**src/hdl/lmcs_pkg.sv**
```systemverilog
package lmcs_pkg;

  localparam int unsigned FONT_CHARS = 42;
  localparam int unsigned COLUMNS    = 5;
  localparam int unsigned ROWS       = 7;

  // op codes
  localparam logic OP_LOAD = 1'b0;
  localparam logic OP_TICK = 1'b1;

  // data kinds
  localparam logic [1:0] KIND_ASCII = 2'd0;
  localparam logic [1:0] KIND_BIN   = 2'd1;
  localparam logic [1:0] KIND_DEC   = 2'd2;
  localparam logic [1:0] KIND_HEX   = 2'd3;

  // status codes
  localparam logic [1:0] STATUS_OK        = 2'd0;
  localparam logic [1:0] STATUS_NO_ACCESS = 2'd1;
  localparam logic [1:0] STATUS_DISABLED  = 2'd2;
  localparam logic [1:0] STATUS_INVALID   = 2'd3;

  // configuration register indexes
  localparam logic [1:0] REG_ACCESS  = 2'd0;
  localparam logic [1:0] REG_ENABLE  = 2'd1;
  localparam logic [1:0] REG_POLAR   = 2'd2;
  localparam logic [1:0] REG_PASSES  = 2'd3;

  localparam logic [7:0] PASSES_RESET = 8'd10;
  localparam logic [2:0] LAST_COLUMN  = 3'(COLUMNS - 1);

  typedef struct packed {
    logic       op;
    logic [1:0] data_kind;
    logic [7:0] value;
  } lmcs_in_t;

  typedef struct packed {
    logic [1:0] status;
    logic [2:0] column_index;
    logic [4:0] column_select;
    logic [6:0] row_drive;
    logic       lit;
  } lmcs_out_t;

endpackage

```
**src/hdl/led_matrix_char_scanner_core.sv**
```systemverilog
// Column-scanned 5x7 LED dot-matrix driver. A load word (op 0) carries an ASCII digit or
// capital letter, or a binary, decimal or hex value that must lie below its base; a valid
// load stores the font code, restarts at column 0 and arms passes_cfg_q full scans. A
// tick word (op 1) returns one column: column_select with one line at its active level and
// row_drive with the font pattern at the wiring polarity (polar_q 0 common cathode,
// 1 common anode); with no passes left it returns blank levels and lit 0. Loads refused
// for access, enable or value return status 1, 2 or 3 and leave the display unchanged.
// One word is accepted every cycle while in_stall_o is low; its result word is registered
// in the output register, and the font ROM read is synchronous, addressed
// in the accept cycle while the scan state updates in the same edge, so a word may follow
// its predecessor directly. The output register stalls the input only while it is full
// and stalled itself. Configuration writes are always ready and should be made only
// while no word is in flight.
module led_matrix_char_scanner_core
  import lmcs_pkg::*;
(
  input  logic      clk_i,
  input  logic      rst_ni,
  input  logic      in_valid_i,
  output logic      in_stall_o,
  input  lmcs_in_t  in_word_i,
  output logic      out_valid_o,
  input  logic      out_stall_i,
  output lmcs_out_t out_word_o,
  input  logic      cfg_valid_i,
  output logic      cfg_ready_o,
  input  logic [1:0] cfg_index_i,
  input  logic [7:0] cfg_data_i
);

  // Font ROM, one byte per column; bit 0 is the top row.
  localparam logic [7:0] FONT_ROM [FONT_CHARS][COLUMNS] = '{
    '{8'h3E, 8'h41, 8'h41, 8'h41, 8'h3E}, '{8'h00, 8'h42, 8'h7F, 8'h40, 8'h00},
    '{8'h42, 8'h61, 8'h51, 8'h49, 8'h46}, '{8'h41, 8'h41, 8'h49, 8'h49, 8'h7F},
    '{8'h0F, 8'h08, 8'h08, 8'h08, 8'h7F}, '{8'h4F, 8'h49, 8'h49, 8'h49, 8'h79},
    '{8'h7F, 8'h49, 8'h49, 8'h49, 8'h79}, '{8'h01, 8'h01, 8'h01, 8'h01, 8'h7F},
    '{8'h7F, 8'h49, 8'h49, 8'h49, 8'h7F}, '{8'h4F, 8'h49, 8'h49, 8'h49, 8'h7F},
    '{8'h7E, 8'h09, 8'h09, 8'h09, 8'h7E}, '{8'h7F, 8'h49, 8'h49, 8'h49, 8'h36},
    '{8'h3E, 8'h41, 8'h41, 8'h41, 8'h22}, '{8'h7F, 8'h41, 8'h41, 8'h22, 8'h1C},
    '{8'h7F, 8'h49, 8'h49, 8'h49, 8'h63}, '{8'h7F, 8'h09, 8'h09, 8'h09, 8'h01},
    '{8'h3E, 8'h41, 8'h41, 8'h49, 8'h7A}, '{8'h7F, 8'h08, 8'h08, 8'h08, 8'h7F},
    '{8'h00, 8'h41, 8'h7F, 8'h41, 8'h00}, '{8'h20, 8'h40, 8'h41, 8'h3F, 8'h01},
    '{8'h7F, 8'h08, 8'h14, 8'h22, 8'h41}, '{8'h7F, 8'h40, 8'h40, 8'h40, 8'h60},
    '{8'h7F, 8'h02, 8'h04, 8'h02, 8'h7F}, '{8'h7F, 8'h04, 8'h08, 8'h10, 8'h7F},
    '{8'h7F, 8'h41, 8'h41, 8'h41, 8'h7F}, '{8'h7F, 8'h09, 8'h09, 8'h09, 8'h06},
    '{8'h3E, 8'h41, 8'h51, 8'h21, 8'h5E}, '{8'h7F, 8'h09, 8'h19, 8'h29, 8'h46},
    '{8'h46, 8'h49, 8'h49, 8'h49, 8'h31}, '{8'h01, 8'h01, 8'h7F, 8'h01, 8'h01},
    '{8'h3F, 8'h40, 8'h40, 8'h40, 8'h3F}, '{8'h1F, 8'h20, 8'h40, 8'h20, 8'h1F},
    '{8'h3F, 8'h40, 8'h30, 8'h40, 8'h3F}, '{8'h63, 8'h14, 8'h08, 8'h14, 8'h63},
    '{8'h07, 8'h08, 8'h70, 8'h08, 8'h07}, '{8'h61, 8'h51, 8'h49, 8'h45, 8'h43},
    '{8'h24, 8'h2A, 8'h7F, 8'h2A, 8'h12}, '{8'h08, 8'h14, 8'h22, 8'h41, 8'h00},
    '{8'h41, 8'h22, 8'h14, 8'h08, 8'h00}, '{8'h14, 8'h14, 8'h14, 8'h14, 8'h14},
    '{8'h36, 8'h49, 8'h55, 8'h22, 8'h50}, '{8'h44, 8'h3C, 8'h04, 8'h7C, 8'h44}
  };

  // configuration registers
  logic       access_q, enable_q, polar_q;
  logic [7:0] passes_cfg_q;

  // scan state
  logic [5:0] code_q, code_d;
  logic [2:0] scan_col_q, scan_col_d;
  logic [7:0] passes_left_q, passes_left_d;

  // output register: result word with row pattern and column select still active-high
  logic       out_valid_q;
  logic [1:0] status_q, status_d;
  logic [2:0] col_idx_q, col_idx_d;
  logic [4:0] sel_q, sel_d;
  logic [6:0] pat_q;
  logic       lit_q, lit_d;
  logic       polar_out_q;

  logic       accept;
  logic [2:0] col_cur;
  logic       value_ok;
  logic [5:0] load_code;

  assign cfg_ready_o = 1'b1;

  // Accept whenever the output register is empty or drains this cycle.
  assign in_stall_o = out_valid_q & out_stall_i;
  assign accept     = in_valid_i & ~in_stall_o;

  always_ff @(posedge clk_i or negedge rst_ni) begin
    if (!rst_ni) begin
      access_q     <= 1'b0;
      enable_q     <= 1'b0;
      polar_q      <= 1'b0;
      passes_cfg_q <= PASSES_RESET;
    end else if (cfg_valid_i && cfg_ready_o) begin
      case (cfg_index_i)
        REG_ACCESS: access_q     <= cfg_data_i[0];
        REG_ENABLE: enable_q     <= cfg_data_i[0];
        REG_POLAR:  polar_q      <= cfg_data_i[0];
        REG_PASSES: passes_cfg_q <= cfg_data_i;
        default:    access_q     <= access_q;
      endcase
    end
  end

  // Decode the character or value of a load word into a font code.
  always_comb begin
    value_ok  = 1'b0;
    load_code = in_word_i.value[5:0];
    case (in_word_i.data_kind)
      KIND_ASCII: begin
        if (in_word_i.value >= 8'h30 && in_word_i.value <= 8'h39) begin
          value_ok  = 1'b1;
          load_code = 6'(in_word_i.value - 8'h30);
        end else if (in_word_i.value >= 8'h41 && in_word_i.value <= 8'h5A) begin
          value_ok  = 1'b1;
          load_code = 6'(in_word_i.value - 8'h37);
        end
      end
      KIND_BIN: value_ok = in_word_i.value < 8'd2;
      KIND_DEC: value_ok = in_word_i.value < 8'd10;
      KIND_HEX: value_ok = in_word_i.value < 8'd16;
      default:  value_ok = 1'b0;
    endcase
  end

  // Wrap a stray column back to 0 before use.
  assign col_cur = (scan_col_q > LAST_COLUMN) ? 3'd0 : scan_col_q;

  always_comb begin
    code_d        = code_q;
    scan_col_d    = scan_col_q;
    passes_left_d = passes_left_q;
    status_d      = STATUS_OK;
    col_idx_d     = 3'd0;
    sel_d         = 5'd0;
    lit_d         = 1'b0;
    if (in_word_i.op == OP_LOAD) begin
      if (!access_q) begin
        status_d = STATUS_NO_ACCESS;
      end else if (!enable_q) begin
        status_d = STATUS_DISABLED;
      end else if (!value_ok) begin
        status_d = STATUS_INVALID;
      end else begin
        code_d        = load_code;
        scan_col_d    = 3'd0;
        passes_left_d = passes_cfg_q;
      end
    end else begin
      col_idx_d  = col_cur;
      scan_col_d = col_cur;
      if (passes_left_q != 8'd0) begin
        lit_d = 1'b1;
        sel_d = 5'(1) << col_cur;
        if (col_cur == LAST_COLUMN) begin
          scan_col_d    = 3'd0;
          passes_left_d = passes_left_q - 8'd1;
        end else begin
          scan_col_d = col_cur + 3'd1;
        end
      end
    end
  end

  always_ff @(posedge clk_i or negedge rst_ni) begin
    if (!rst_ni) begin
      code_q        <= 6'd0;
      scan_col_q    <= 3'd0;
      passes_left_q <= 8'd0;
      out_valid_q   <= 1'b0;
    end else begin
      if (accept) begin
        code_q        <= code_d;
        scan_col_q    <= scan_col_d;
        passes_left_q <= passes_left_d;
      end
      if (accept) begin
        out_valid_q <= 1'b1;
      end else if (!out_stall_i) begin
        out_valid_q <= 1'b0;
      end
    end
  end

  // Font ROM read and output payload; a blank column reads as no dots lit.
  always_ff @(posedge clk_i) begin
    if (accept) begin
      status_q    <= status_d;
      col_idx_q   <= col_idx_d;
      sel_q       <= sel_d;
      lit_q       <= lit_d;
      polar_out_q <= polar_q;
      if (lit_d && (code_q < 6'(FONT_CHARS))) begin
        pat_q <= FONT_ROM[code_q][col_cur][6:0];
      end else begin
        pat_q <= 7'd0;
      end
    end
  end

  // Apply wiring polarity: anode wiring drives the column low and lit rows high.
  assign out_valid_o              = out_valid_q;
  assign out_word_o.status        = status_q;
  assign out_word_o.column_index  = col_idx_q;
  assign out_word_o.column_select = polar_out_q ? ~sel_q : sel_q;
  assign out_word_o.row_drive     = polar_out_q ? pat_q : ~pat_q;
  assign out_word_o.lit           = lit_q;

endmodule

```
**config.mk**
```make
export PLATFORM = sky130hd
export DESIGN_NAME = led_matrix_char_scanner_core
export DESIGN_NICKNAME = d
export VERILOG_FILES = /design/src/hdl/lmcs_pkg.sv /design/src/hdl/led_matrix_char_scanner_core.sv
export SDC_FILE = /design/constraint.sdc
export NUM_CORES = 1
export LEC_CHECK = 0
export BUFFER_PORTS_ARGS = -buffer_cell sky130_fd_sc_hd__buf_4
export CAP_MARGIN = 25
export CORE_MARGIN = 2
export CORE_UTILIZATION = 55
export CTS_BUF_LIST = sky130_fd_sc_hd__clkbuf_4 sky130_fd_sc_hd__clkbuf_8 sky130_fd_sc_hd__clkbuf_16
export DETAILED_ROUTE_END_ITERATION = 8
export PLACE_DENSITY = 0.78
export SLEW_MARGIN = 10
export SYNTH_ARGS = -nofsm -noshare
export SYNTH_HDL_FRONTEND = slang
export SYNTH_SLANG_ARGS = --single-unit
```
**constraint.sdc**
```tcl
create_clock -name clk_i -period 2.7 [get_ports clk_i]
set_input_delay 0.135 -clock clk_i [delete_from_list [all_inputs] [get_ports clk_i]]
set_output_delay 0.135 -clock clk_i [all_outputs]
set_load 0.01 [all_outputs]
```
### After elaboration in Yosys (flattened, before gate mapping)

Memory sizes are Yosys's and may differ from the RTL's.
Index checks and enable logic that the tools add are counted.

* add/subtract/negate cells: 4
* $mul: 0
* divide/modulo/power cells: 0
* order comparisons: 11
* equality and inequality tests: 10
* shifts and indexed selects: 1
* muxes and demuxes: 33
* bitwise operators: 9
* reduce and logical (&&, ||, !) cells: 18

Operators with widths (count)
* 40-bit two-way mux: 2
* 8-bit two-way mux: 6
* 8-bit binary-select mux with 3-bit select: 1
* 3-bit two-way mux: 7
* 7-bit two-way mux: 3
* 6-bit two-way mux: 3
* 6-bit subtractor, second input constant: 2
* 2-bit AND reduction: 5
* 2-bit == test, second input constant: 4
* 8-bit by 6-bit greater-or-equal comparator with 1-bit output, second input constant: 1
* 8-bit by 7-bit greater-or-equal comparator with 1-bit output, second input constant: 1
* 8-bit by 6-bit less-or-equal comparator with 1-bit output, second input constant: 1
* 8-bit by 7-bit less-or-equal comparator with 1-bit output, second input constant: 1
* 8-bit by 2-bit less-than comparator with 1-bit output, second input constant: 1
* 8-bit by 4-bit less-than comparator with 1-bit output, second input constant: 1
* 8-bit by 5-bit less-than comparator with 1-bit output, second input constant: 1
* 8-bit nonzero test: 1
* 8-bit by 1-bit subtractor with 8-bit output, second input constant: 1
* 7-bit greater-or-equal comparator, second input constant: 1
* 1-bit two-way mux: 7
* 6-bit inverter with 7-bit output: 1
* 7-bit inverter: 1
* 6-bit less-than comparator, second input constant: 1
* 2-bit by 1-bit inequality test with 1-bit output, second input constant: 3
* other kinds (20): 30

* flip-flop bits (word level): 48
* bits in latches: 0
* bits in writable memories: 0
* ROM bits: 2560
* bits of input ports: 26
* output and inout port bits: 21
* word-level logic and storage cells: 102
* memories kept: 1

Memory list
* (no name shown): depth 64, bits a word 40, rd ports 1, clocked after memory_dff 0, wr ports 0, line led_matrix_char_scanner_core.sv:191 `pat_q <= FONT_ROM[code_q][col_cur][6:0];`

### Depth between registers and ports, before layout

* word-level depth: 9
* mapped depth: 12
* mapped depth without buffers: 10

### Worst setup path before layout

No wires, ideal clock.

* path kind: reg-to-reg
* from: register code_q[0]
* to: register pat_q[6], data pin
* library setup time: 0.261 ns
* arrival time: 2.376 ns
* required time: 2.439 ns
* slack: 0.064 ns
* stages on the path, launching flop included: 11
* path buffers: 2
* clock period less this slack: 2.636 ns
* cell sequence: dfrtp_1 > clkbuf_1 > inv_1 > ha_1 > clkbuf_1 > or3b_1 > a2bb2oi_1 > nand3_1 > o211ai_1 > a21oi_1 > o311a_1

* cells in the longest elaborated chain, start to end: 7
* elaborated cells on any way between the ends: 9
* those cells by class: order compare: 1; mux: 5; bitwise: 1; reduce/logical: 1; memory: 1

Ends and longest elaborated chain
* start: declaration: line led_matrix_char_scanner_core.sv:61 `logic [5:0] code_q, code_d;`
* start signal: assignment: line led_matrix_char_scanner_core.sv:170 `code_q <= code_d;`
* 6-bit inverter with 7-bit output (implied by the code): line led_matrix_char_scanner_core.sv:191
* memory read 64 x 40 bit
* 40-bit two-way mux (implied by the code) (2 in series): line led_matrix_char_scanner_core.sv:191
* 8-bit binary-select mux with 3-bit select: line led_matrix_char_scanner_core.sv:191
* 7-bit two-way mux (implied by the code) (2 in series): line led_matrix_char_scanner_core.sv:191
* end signal: assignment: line led_matrix_char_scanner_core.sv:191
* end: declaration: line led_matrix_char_scanner_core.sv:70 `logic [6:0] pat_q;`

Several ways; a longest one is shown, not always the timed one. The select of a mux whose other input is x is not followed.
A chain may end at the register's enable or synchronous reset.

### Worst setup path after layout

* from: register code_q[1]
* to: register pat_q[6], data pin

Same word-level chain as after synthesis.

==> metrics <==
post-CTS sizing=0; Total Wirelength=16.4 mm; register area share after synthesis=0.272; cell taking the most area after synthesis=dfrtp_1; Die Height=97.1 µm; die area=0.00944 mm²; Critical R2R Launch=code_q[1]; Yosys reg bits=48; Achievable Freq=0.389 GHz; GR Util All Layers=0.343; DRC=0; initial antenna violation count=0; flop-to-flop setup slack=0.13 ns; routed len/inst=21.9 µm; Clock Skews=0.0137 ns; Top FF cell, synth=dfrtp_1; CTS tree=done; CP Capture Point=pat_q[6]; Netlist cell types=79; ANT nets after route=0; Worst Path Arrival=2.65 ns; Post-synth EDFFs=19; Post-Syn Area per Cell=8.05 µm²; Final Hold Viols=0; Final period util=0.953; clock buffer depth=2; Vias/cell=6.86; synthesized area=0.00477 mm²; setup TNS=0 ns; max-slew violation count=0; YS warnings=0; Starting Density=0.575; final net count=694; peak supply drop=0.353 mV; max-cap viol count=0; Leakage=0.00229 µW; most frequent cells in the layout=buf_4 (83), nand2_1 (60), a21oi_1 (49); Synth top area share=0.142; syn_nets=645; pwr/cell area=571 mW/mm²; area grow syn2layout=16.1%; synthesized instance count=593; clk_lat worst skew=0.31 ns; clock sink total=48; DP HPWL=11.9 mm; cts bufs inserted=5; Critical Path End Type=flop; commonest non-fill, non-tap cell in the layout=buf_4; worst min-delay path class=input port to flop; Data required, critical path=2.78 ns; most area-consuming cells after synthesis=dfrtp_1 (14%), edfxtp_1 (12%), ha_1 (6.8%), a21oi_1 (5.1%), nand2_1 (4.7%); layout cells sized above 1=0.198; I/O Pins=47; reg2reg path depth=7; Die Wd=97.1 µm; via count=5134; Crit Path Class=flop to flop; Worst Max-Slew Pin Slew=0.737 ns; Diodes inserted=0; H-tree depth=2; port bufs=45; global-route wire length before repair=25.9 mm; drt pass-1 iters=8; CP Max Fanout=7; pin count of the biggest net entering global routing=51; Worst slew margin=0.503; grt total ovfl=0; RR Endpoint=pat_q[6]; Initial DRC Count=564; core area=0.00830 mm²; Setup crit start=code_q[1]; status=completed; row count=33; Final min period=2.57 ns; total power=3160 µW; CTS clk-pin slew, worst paths=0.11 ns; endpoints failing setup=0; Root Buffer Master=clkbuf_8; RSZ-0062 raised after global routing=no; vias in the first global route=4823; RePlAce Congestion=0.981; Startpoint Class=flop; Post-synth ARST share=0.604
[worst max-delay path, cell delays in order, from the launching register on]
cell and delay (ns):
dfrtp_1 0.36, inv_1 0.12, ha_1 0.31, ha_1 0.25, o311ai_0 0.67, o2111ai_1 0.26
a21o_1 0.25, o311a_1 0.13
[power breakdown]
| group | internal (µW) | total, µW | switching (µW) | leakage [µW] |
|---|---|---|---|---|
| registers | 880 | 1000 | 121 | 0.000526 |
| clock network | 336 | 614 | 278 | 0.0000669 |
| logic | 635 | 1550 | 913 | 0.00170 |
[layer usage]
layer | up-vias | routed length (µm) | track usage
met5 | - | 0 | 0
met2 | 385 | 7720 | 0.573
met1 | 2364 | 6040 | 0.432
li1 | 2306 | - | -
met4 | 0 | 924 | 0.159
met3 | 79 | 1690 | 0.0590
[timing repair]
item / in CTS / in global routing
hold buffers: 1 / 0
buffers inserted: 0 / 0
endpoints found under the setup margin: 0 / 0
endpoints found under the hold margin: 27 / 0
[cells in the mapped netlist (all sizes together), types with 10 or more instances]
| cell | n |
|---|---|
| dfrtp | 27 |
| clkbuf | 20 |
| nor2b | 15 |
| o21ai | 40 |
| a21oi | 49 |
| mux2i | 10 |
| inv | 26 |
| o211ai | 11 |
| xnor2 | 10 |
| nand2b | 18 |
| buf | 26 |
| ha | 26 |
| nand3 | 16 |
| a31oi | 18 |
| nand2 | 60 |
| edfxtp | 19 |
| mux2 | 14 |
| nor2 | 42 |
| nor3 | 13 |
[state kept, by name, indices dropped and copies added, names as in the netlist]
register,cells
passes_cfg_q,8
passes_left_q,8
pat_q,7
code_q,6
sel_q,5
col_idx_q,3
scan_col_q,3
status_q,2
access_q,1
enable_q,1
lit_q,1
out_valid_o,1
polar_out_q,1
polar_q,1
[worst min path at each step]
stage | from | to | depth (start not counted) | slack [ns]
after floorplan | rst_ni | access_q | 0 | -0.16
after global placement | rst_ni | passes_cfg_q[0] | 1 | 0.07
after detailed placement | rst_ni | access_q | 1 | 0.07
after CTS | in_valid_i | out_valid_o | 2 | 0.03
after global routing | in_valid_i | out_valid_o | 2 | 0.03
final | in_valid_i | out_valid_o | 2 | 0.03
[area by class of cell]
| cell class | instances | area (µm²) |
|---|---|---|
| tap | 105 | 131 |
| fill | 656 | 2760 |
| sequential | 48 | 1300 |
| multi-input combinational | 473 | 3170 |
| timing repair buffer | 88 | 713 |
| clock inverter | 2 | 38.8 |
| inverter | 26 | 97.6 |
| clock buffer | 6 | 93.8 |
[kinds of logic after synthesis]
kind of cell / share of synthesized area
buffers and inverters: 0.0643
other: 0.000786
AO/OA/AOI/OAI: 0.281
adder cells (fa/ha/maj): 0.0682
AND/OR/NAND/NOR: 0.224
XOR/XNOR: 0.0294
multiplexers: 0.0603
flip-flops: 0.272
[per-stage QoR]
| step | hold WS (ns) | setup slack (ns) | cell area (µm²) | util | std cells |
|---|---|---|---|---|---|
| 2_1_floorplan | -0.161 | 0.0636 | 4770 | - | 593 |
| 3_3_place_gp | 0.0709 | 0.240 | 5400 | 0.650 | 739 |
| 3_5_place_dp | 0.0728 | 0.211 | 5400 | 0.650 | 739 |
| 4_1_cts | 0.0306 | 0.209 | 5540 | 0.668 | 748 |
| 5_1_grt | 0.0299 | 0.00200 | 5540 | 0.668 | 748 |
| 6_report | 0.0323 | 0.126 | 5540 | 0.668 | 748 |
No activity file was read; power rests on OpenSTA's default activity.
